`src/ple_pkg.sv`:
```
package ple_pkg;

  // Field widths of one item
  localparam int MODE_W  = 3;
  localparam int VALUE_W = 32;
  localparam int POS_W   = 5;
  localparam int STAT_W  = 2;

  // Input tdata: value, position, padded to whole bytes
  localparam int IN_DATA_W = ((VALUE_W + POS_W + 7) / 8) * 8;

  // Operation codes carried in the input tuser
  typedef enum logic [MODE_W-1:0] {
    MODE_INS_FRONT = 3'd0,
    MODE_INS_END   = 3'd1,
    MODE_INS_POS   = 3'd2,
    MODE_DEL_FRONT = 3'd3,
    MODE_DEL_END   = 3'd4,
    MODE_DEL_POS   = 3'd5,
    MODE_SIZE      = 3'd6,
    MODE_MIDDLE    = 3'd7
  } mode_t;

  // Result status codes
  typedef enum logic [STAT_W-1:0] {
    ST_OK     = 2'd0,
    ST_EMPTY  = 2'd1,
    ST_FULL   = 2'd2,
    ST_BADPOS = 2'd3
  } status_t;

  // Operation applied to every cell of the chain
  typedef enum logic [1:0] {
    CELL_HOLD = 2'd0,
    CELL_INS  = 2'd1,
    CELL_DEL  = 2'd2
  } cell_op_t;

endpackage

```
`src/ple_cell.sv`:
```
module ple_cell
  import ple_pkg::*;
#(
  parameter int IDX = 0,
  parameter int IW  = 4
) (
  input  logic               clk,
  input  cell_op_t           op,
  input  logic [IW-1:0]      at,
  input  logic [VALUE_W-1:0] ins_value,
  input  logic [VALUE_W-1:0] left,
  input  logic [VALUE_W-1:0] right,
  output logic [VALUE_W-1:0] data
);

  localparam logic [IW-1:0] MY_IDX = IW'(IDX);

  // Insert: cells past the gap take the left neighbor, the gap takes the new value.
  // Delete: cells from the gap on take the right neighbor.
  always_ff @(posedge clk) begin
    case (op)
      CELL_INS: begin
        if (MY_IDX == at) begin
          data <= ins_value;
        end else if (MY_IDX > at) begin
          data <= left;
        end
      end
      CELL_DEL: begin
        if (MY_IDX >= at) begin
          data <= right;
        end
      end
      default: begin
      end
    endcase
  end

endmodule

```
`src/positional_list_engine_unit.sv`:
```
// Ordered list of up to DEPTH signed 32-bit values held in a chain of cells,
// front at cell 0. Every item (operation in s_axis_tuser) is applied when it
// is accepted: the cells from the gap on shift together toward the end on an
// insert or toward the front on a delete, and the single result item appears
// in the output register on the cycle after the item is accepted. The block
// takes one item per cycle as long as the output register is empty or being
// drained in that same cycle; the read of the deleted or middle value through
// a DEPTH-way select of the cells sets the cycle's logic depth. Cell contents
// need no reset; only the entry count and the output valid are cleared.
module positional_list_engine_unit
  import ple_pkg::*;
#(
  parameter int DEPTH = 16
) (
  input  logic                clk,
  input  logic                rst,
  input  logic                s_axis_tvalid,
  output logic                s_axis_tready,
  // [31:0] value, [36:32] position, rest zero
  input  logic [IN_DATA_W-1:0] s_axis_tdata,
  // [2:0] mode
  input  logic [MODE_W-1:0]   s_axis_tuser,
  output logic                m_axis_tvalid,
  input  logic                m_axis_tready,
  // [1:0] status, [33:2] result_value, then entry_count, rest zero
  output logic [((STAT_W + VALUE_W + $clog2(DEPTH + 1) + 7) / 8) * 8 - 1:0] m_axis_tdata
);

  localparam int CW    = $clog2(DEPTH + 1);
  localparam int IW    = (DEPTH > 1) ? $clog2(DEPTH) : 1;
  localparam int CMPW  = ((CW > POS_W) ? CW : POS_W) + 1;
  localparam int OUT_W = ((STAT_W + VALUE_W + CW + 7) / 8) * 8;
  localparam logic [CW-1:0] FULL_CNT = CW'(DEPTH);

  logic [CW-1:0]      count;
  logic [CW-1:0]      count_next;
  logic [VALUE_W-1:0] ent [DEPTH];

  logic               accept;
  mode_t              mode;
  logic [VALUE_W-1:0] in_value;
  logic [POS_W-1:0]   in_pos;
  logic               is_full;
  logic               is_empty;
  logic               pos_bad_ins;
  logic               pos_bad_del;
  logic [IW-1:0]      pos_idx;
  logic [IW-1:0]      last_idx;

  status_t            status;
  cell_op_t           op;
  cell_op_t           cell_op;
  logic [IW-1:0]      at;
  logic [IW-1:0]      rd_idx;
  logic               rd_en;
  logic [VALUE_W-1:0] res_value;
  logic [OUT_W-1:0]   out_word;

  // Input unpacking and handshake
  assign accept   = s_axis_tvalid & s_axis_tready;
  assign s_axis_tready = ~m_axis_tvalid | m_axis_tready;
  assign mode     = mode_t'(s_axis_tuser);
  assign in_value = s_axis_tdata[VALUE_W-1:0];
  assign in_pos   = s_axis_tdata[VALUE_W +: POS_W];

  // Bounds checks
  assign is_full     = (count >= FULL_CNT);
  assign is_empty    = (count == '0);
  assign pos_bad_ins = (in_pos == '0) || (CMPW'(in_pos) > (CMPW'(count) + CMPW'(1)));
  assign pos_bad_del = (in_pos == '0) || (CMPW'(in_pos) > CMPW'(count));
  assign pos_idx     = IW'(in_pos - POS_W'(1));
  assign last_idx    = IW'(count - CW'(1));

  // Operation decode
  always_comb begin
    status = ST_OK;
    op     = CELL_HOLD;
    at     = '0;
    rd_idx = '0;
    rd_en  = 1'b0;
    case (mode)
      MODE_INS_FRONT: begin
        if (is_full) status = ST_FULL;
        else op = CELL_INS;
      end
      MODE_INS_END: begin
        if (is_full) begin
          status = ST_FULL;
        end else begin
          op = CELL_INS;
          at = IW'(count);
        end
      end
      MODE_INS_POS: begin
        if (is_full) begin
          status = ST_FULL;
        end else if (pos_bad_ins) begin
          status = ST_BADPOS;
        end else begin
          op = CELL_INS;
          at = pos_idx;
        end
      end
      MODE_DEL_FRONT: begin
        if (is_empty) begin
          status = ST_EMPTY;
        end else begin
          op    = CELL_DEL;
          rd_en = 1'b1;
        end
      end
      MODE_DEL_END: begin
        if (is_empty) begin
          status = ST_EMPTY;
        end else begin
          op     = CELL_DEL;
          at     = last_idx;
          rd_idx = last_idx;
          rd_en  = 1'b1;
        end
      end
      MODE_DEL_POS: begin
        if (is_empty) begin
          status = ST_EMPTY;
        end else if (pos_bad_del) begin
          status = ST_BADPOS;
        end else begin
          op     = CELL_DEL;
          at     = pos_idx;
          rd_idx = pos_idx;
          rd_en  = 1'b1;
        end
      end
      MODE_MIDDLE: begin
        if (is_empty) begin
          status = ST_EMPTY;
        end else begin
          rd_idx = IW'(count >> 1);
          rd_en  = 1'b1;
        end
      end
      default: begin
      end
    endcase
  end

  // Count after this item
  always_comb begin
    case (op)
      CELL_INS: count_next = count + CW'(1);
      CELL_DEL: count_next = count - CW'(1);
      default:  count_next = count;
    endcase
  end

  assign cell_op   = accept ? op : CELL_HOLD;
  assign res_value = rd_en ? ent[rd_idx] : '0;

  // Cell chain
  for (genvar i = 0; i < DEPTH; i++) begin : g_cell
    logic [VALUE_W-1:0] left_data;
    logic [VALUE_W-1:0] right_data;
    if (i == 0) begin : g_first
      assign left_data = in_value;
    end else begin : g_mid_l
      assign left_data = ent[i-1];
    end
    if (i == DEPTH - 1) begin : g_last
      assign right_data = '0;
    end else begin : g_mid_r
      assign right_data = ent[i+1];
    end
    ple_cell #(
      .IDX (i),
      .IW  (IW)
    ) u_cell (
      .clk       (clk),
      .op        (cell_op),
      .at        (at),
      .ins_value (in_value),
      .left      (left_data),
      .right     (right_data),
      .data      (ent[i])
    );
  end

  // Result packing
  always_comb begin
    out_word = '0;
    out_word[STAT_W-1:0]            = status;
    out_word[STAT_W +: VALUE_W]     = res_value;
    out_word[STAT_W + VALUE_W +: CW] = count_next;
  end

  // Count and output register
  always_ff @(posedge clk) begin
    if (rst) begin
      count         <= '0;
      m_axis_tvalid <= 1'b0;
    end else begin
      if (accept) begin
        count         <= count_next;
        m_axis_tvalid <= 1'b1;
      end else if (m_axis_tready) begin
        m_axis_tvalid <= 1'b0;
      end
    end
  end

  always_ff @(posedge clk) begin
    if (accept) m_axis_tdata <= out_word;
  end

endmodule
```
`config.mk`:
```
export PLATFORM = sky130hd
export DESIGN_NAME = positional_list_engine_unit
export DESIGN_NICKNAME = d
export VERILOG_FILES = /design/src/ple_pkg.sv /design/src/ple_cell.sv /design/src/positional_list_engine_unit.sv
export SDC_FILE = /design/constraint.sdc
export NUM_CORES = 1
export LEC_CHECK = 0
export ABC_CLOCK_PERIOD_IN_PS = 7850
export BUFFER_PORTS_ARGS = -buffer_cell sky130_fd_sc_hd__buf_2
export CAP_MARGIN = 5
export CORE_ASPECT_RATIO = 1.75
export CORE_MARGIN = 3
export CORE_UTILIZATION = 60
export DETAILED_ROUTE_END_ITERATION = 6
export PLACE_DENSITY = 0.83
export SETUP_SLACK_MARGIN = 0.2
export SYNTH_ARGS = -nofsm -noshare
export SYNTH_HDL_FRONTEND = slang
export SYNTH_SLANG_ARGS = --single-unit
export TNS_END_PERCENT = 100
```
`constraint.sdc`:
```
create_clock -name clk -period 7.85 [get_ports clk]
set_input_delay 0.3925 -clock clk [delete_from_list [all_inputs] [get_ports clk]]
set_output_delay 0.3925 -clock clk [all_outputs]
set_load 0.02 [all_outputs]
```
Word-level counts from Yosys, hierarchy flattened

Cells that the tools add are included.

Logic and storage cells: 246
Register bits after elaboration: 557

$add $sub $neg: 4
Muxes and demuxes: 98
Reductions and logical operators: 27
Order comparisons: 36
Eq/ne operators: 57
Bitwise logic cells: 4

Operator list:

| kind                                                   | count |
|---|---|
| two-way mux 32 bit                                     | 50 |
| one-hot mux 32 bit (2 select lines)                    | 16 |
| binary-select mux 32 bit (select 4 bit)                | 1 |
| inequality test 3 x 1 -> 1 bit (second input constant) | 16 |
| AND reduction 3 bit                                    | 16 |
| == test 4 bit (first input constant)                   | 8 |
| >= comparator 4 bit (first input constant)             | 8 |
| > comparator 4 bit (first input constant)              | 8 |
| inequality test 2 x 1 -> 1 bit (second input constant) | 16 |
| two-way mux 4 bit                                      | 7 |
| two-way mux 2 bit                                      | 9 |
| == test 3 x 4 -> 1 bit (first input constant)          | 4 |
| >= comparator 3 x 4 -> 1 bit (first input constant)    | 4 |
| > comparator 3 x 4 -> 1 bit (first input constant)     | 4 |
| one-hot mux 2 bit (4 select lines)                     | 2 |
| one-hot mux 4 bit (4 select lines)                     | 1 |
| one-hot mux 4 bit (3 select lines)                     | 1 |
| >= comparator 5 bit (second input constant)            | 2 |
| logical NOT 5 bit                                      | 2 |
| one-hot mux 5 bit (2 select lines)                     | 1 |
| == test 3 bit (second input constant)                  | 3 |
| two-way mux 1 bit                                      | 9 |
| == test 2 x 4 -> 1 bit (first input constant)          | 2 |
| >= comparator 1 x 4 -> 1 bit (first input constant)    | 2 |
| other kinds (25)                                       | 34 |

Depth between registers and ports, before layout

Word-level depth: 10
Depth in mapped cells: 20

Hierarchy

From an unflattened synthesis, not the netlist that was laid out.

Cell total of the unflattened synthesis: 3117
Area, all modules: 34374.2 µm²

By module, submodules not included:

| module                            | cells each | times used | sequential area each (µm²) | area an instance (µm²) |
|---|---|---|---|---|
| positional_list_engine_unit       | 831        | 1          | 1291.2                     | 7418.4 |
| ple_cell at g_cell[10].u_cell ... | 144        | 2          | 960.9                      | 1701.6 |
| ple_cell at g_cell[15].u_cell ... | 142        | 2          | 960.9                      | 1666.6 |
| ple_cell at g_cell[4].u_cell      | 145        | 1          | 960.9                      | 1709.1 |
| ple_cell at g_cell[8].u_cell      | 144        | 1          | 960.9                      | 1707.9 |
| ple_cell at g_cell[9].u_cell      | 144        | 1          | 960.9                      | 1697.9 |
| ple_cell at g_cell[6].u_cell      | 143        | 1          | 960.9                      | 1696.6 |
| ple_cell at g_cell[5].u_cell      | 143        | 1          | 960.9                      | 1694.1 |
| ple_cell at g_cell[7].u_cell      | 142        | 1          | 960.9                      | 1680.4 |
| ple_cell at g_cell[3].u_cell      | 143        | 1          | 960.9                      | 1677.9 |
| ple_cell at g_cell[14].u_cell     | 142        | 1          | 960.9                      | 1676.6 |
| ple_cell at g_cell[13].u_cell     | 142        | 1          | 960.9                      | 1674.1 |
| ple_cell at g_cell[11].u_cell     | 142        | 1          | 960.9                      | 1672.9 |
| ple_cell at g_cell[2].u_cell      | 142        | 1          | 960.9                      | 1669.1 |
| ple_cell at g_cell[0].u_cell      | 142        | 1          | 960.9                      | 1662.8 |

Least setup slack after synthesis

OpenSTA, ideal clock, no wires.

Kind: flip-flop to flip-flop
Start: reg count[0]
End: reg g_cell[2].u_cell.data[0], enable pin
Setup slack: 2.133 ns
Stages on the path, launching flop included: 18
Arrival time: 5.285 ns
Library setup time: 0.432 ns
Buffers on the path: 1
Period minus slack after synthesis: 5.717 ns
Cells stage by stage: dfxtp_1 clkbuf_1 inv_1 ha_1 inv_1 ha_1 nor2b_1 o21bai_1 a31oi_1 o31ai_1 nand2_1 inv_1 nand2_1 inv_1 ha_1 inv_1 o21ai_0 a21oi_1

Word-level cells in the longest chain between the ends: 10
Elaborated cells on any way between the ends: 32
Those cells by class: add/sub: 2; order compare: 5; eq/ne: 5; mux: 15; reduce/logical: 5

Ends and longest elaborated chain:

| element                                                      | RTL line                           | text |
|---|---|---|
| start, declared                                              | positional_list_engine_unit.sv:35  | `logic [CW-1:0] count;` |
| start signal, assigned                                       | positional_list_engine_unit.sv:202 | `count <= count_next;` |
| branches (longest 9 deep; another with adder 5 x 1 -> 6 bit) | -                                  |  |
| AND reduction 3 bit (no line) (*)                            | -                                  |  |
| end signal, assigned                                         | ple_cell.sv:24                     | `data <= ins_value;` |
| end signal, assigned                                         | ple_cell.sv:26                     | `data <= left;` |
| end signal, assigned                                         | ple_cell.sv:31                     | `data <= right;` |
| end, declared                                                | ple_cell.sv:13                     | `output logic [VALUE_W-1:0] data` |

Mark *: on every way between the ends.
A chain may end at the register's enable or synchronous reset.

Worst setup path in the final report

Start: reg count[3]
End: reg g_cell[2].u_cell.data[26], enable pin

The elaborated chain is that of the path after synthesis.

==> impl_metrics.ini <==
[outcome]
outcome = finished with violations
violations = design-rule violations

[logic_synthesis]
ys_types = 65
syn_inst = 3075
synth_area_um2 = 32300
syn_nets = 3140
synth_ff_type = edfxtp_1
yosysWarnings = 0
ys_ff_latch = 557
synth_area_leaders = edfxtp_1 (51%), a221o_1 (11%), nor3b_1 (8.2%)
yosys-top-cells-count = nand2_1 (586), edfxtp_1 (551), a221o_1 (352), nor3b_1 (352), clkbuf_1 (261)
synth_area_per_cell_um2 = 10.5
ys_async_sr_fraction_pct = 0
synth-edff-count = 551
netlist.area_leader.share_pct = 51.2
yosysTopAreaCell = edfxtp_1
ys_seq_area_share_pct = 51.6
synth.most_common_cell = nand2_1

[critical_path]
required_ns = 8.11
rr_endpoint = g_cell[2].u_cell.data[26]
slowest_stage = a21oi_4
crit_fanout = 19
path_class = flop to flop
r2r_slack_ns = 1.81
reg2reg_from = count[3]
critPathLaunch = count[3]
startpoint_type = flop
path_cells = inv_1 -> ha_1 -> a21o_1 -> a21oi_1 -> a32oi_1 -> o21ai_0 -> nor2b_1 -> o21a_1 -> nand2_1 -> ha_1 -> inv_2 -> o21ai_0 -> buf_4 -> a21oi_4 -> buf_4
reg2reg_depth = 15
crit_end = g_cell[2].u_cell.data[26]
cp.arrival_ns = 6.30
worst_setup_path_end_kind = flop
cp_slowest_stage_delay_ns = 0.80

[cts]
cts_htree_levels = 2
numCtsBuffers = 50
clock_path_buffers = 3
post_cts_resize_count = 0
path_clk_slew_ns = 0.07
cts_tree = built
holdBufCountCts = 0
cts_root_buf = clkbuf_16
clkLatencyLatePin_ns = 0.61
postCtsSetupRepairBufs = 0
cts_sinks = 557

[cells_and_area]
drive_above_1_share_pct = 9.93
area_delta_synth_final_pct = 7.38
nets = 3004

[timing]
worst_slew_pin_slew_ns = 1.28
slew_headroom_pct = 14.3
fin_crit_ns = 6.04
hold_viol_final = 0
setup_viol = 0
timing.final.crit_share_pct = 77.0
fin_setup_tns_ns = 0
finalClockSkew_ns = 0.0257
rsz0062_at_grt = no
fmax_ghz = 0.165
finalMaxSlewViolations = 0

[floorplanning]
die_h_um = 313
dieWidth_um = 181
io_pins = 89
initial_core_util_pct = 61.2
rows = 111
die_area_um2 = 56700
core_area_um2 = 52800

[drt]
postRouteAntennaNets = 0
drc = 3
wire_per_inst_um = 28.5
drtIter0Drc = 4508
drtPass1Iterations = 7
routed_wl_um = 105000
via_count = 27564
vias_per_cell = 7.52

[global_routing]
grt_pass1_wl_um = 156000
grt_pass1_vias = 26241
grt_start_max_net_pins = 211
grt.overflow.total = 0
grt_usage_pct = 35.2
antenna_found_initial = 17

[placed_design]
port_buffers = 84
place_congestion = 0.900
post-dp-hpwl_um = 58100

[pwr]
power_density_nw_per_um2 = 212
ir_drop_mv = 0.170
power_w = 0.00734
p_leak_nw = 12.3

[min_path]
hp-class = primary input to flop

[flow_run]
maxCapViolations = 0
placed cells by master (no fill, tap or decap), drive strengths merged, types with 3 or more instances in the layout:
master	n
mux2i	97
clkinvlp	6
dfxtp	6
a21oi	111
a21o	36
ha	18
inv	26
nor3b	352
a221o	352
nor2b	36
a31o	23
o31ai	8
o21ai	177
a31oi	15
a32oi	65
o22ai	5
bufinv	7
xnor2	5
nor3	5
a22oi	3
diode	6
nand4	23
nand2b	5
buf	142
nand3	49
and3	5
clkinv	22
nor2	111
o32ai	3
clkbuf	55
nand3b	32
xor2	3
nor4	7
edfxtp	551
nand2	586
o21a	5
how the worst min path moves through the flow:
| stage | startpoint | cells past startpoint | end | slack, ns |
|---|---|---|---|---|
| 6_report | rst | 2 | count[0] | 0.03 |
| 5_1_grt | rst | 2 | count[0] | 0.05 |
| 4_1_cts | rst | 2 | m_axis_tvalid | 0.03 |
| 3_5_place_dp | m_axis_tvalid | 2 | m_axis_tvalid | 0.53 |
| 3_3_place_gp | m_axis_tvalid | 2 | m_axis_tvalid | 0.50 |
| 2_1_floorplan | rst | 1 | count[0] | 0.46 |
stage by stage:
step	hold slack, ns	area, um2	setup slack [ns]	utilization [%]	std cells
after floorplan	0.462	32300	2.13	-	3075
after global placement	0.504	33000	2.03	62.5	3565
after detailed placement	0.528	33000	1.99	62.5	3565
after CTS	0.0268	34700	1.93	65.7	3659
after global routing	0.0517	34700	1.58	65.7	3662
final	0.0350	34700	1.81	65.7	3665
flip-flops by register name, indices dropped and copies added, names as in the netlist:
name	cells
m_axis_tdata	39
m_axis_tvalid	1
g_cell.u_cell.data	512
count	5
layer usage:
layer	global-route usage (%)	routed length [um]	vias up
li1	-	-	11609
met1	45.4	35400	13257
met2	56.2	48200	2176
met3	6.22	13400	514
met4	20.5	7480	8
met5	0	57	-
where the power goes:
part	internal (W)	switching (W)
sequential	0.00356	0.000144
clock	0.00143	0.00118
combinational	0.000365	0.000664
layout make-up:
cell class | instances | area, um2
multi-input cells | 2166 | 14400
repair buffers | 142 | 931
inverters | 22 | 82.6
clock buffers | 55 | 1290
well taps | 678 | 848
clock inverters | 39 | 403
flip-flops and latches | 557 | 16700
fillers | 3970 | 18100
diodes | 6 | 15.0
logic make-up after synthesis:
group	synth area share [%]
other	0.0116
buffers and inverters	4.49
AO/OA/AOI/OAI	20.1
AND/OR/NAND/NOR	19.9
flip-flops	51.6
XOR/XNOR	0.217
multiplexers	3.01
adder cells (fa/ha/maj)	0.698
worst max-delay path, delay by kind of cell, from the launching register on:
kind | cells | cell delay (ns)
flip-flops | 1 | 0.54
buffers and inverters | 4 | 1.58
adder cells (fa/ha/maj) | 2 | 1.04
AND/OR/NAND/NOR | 2 | 0.45
AO/OA/AOI/OAI | 7 | 2.07
No activity file was read; power rests on OpenSTA's default activity.
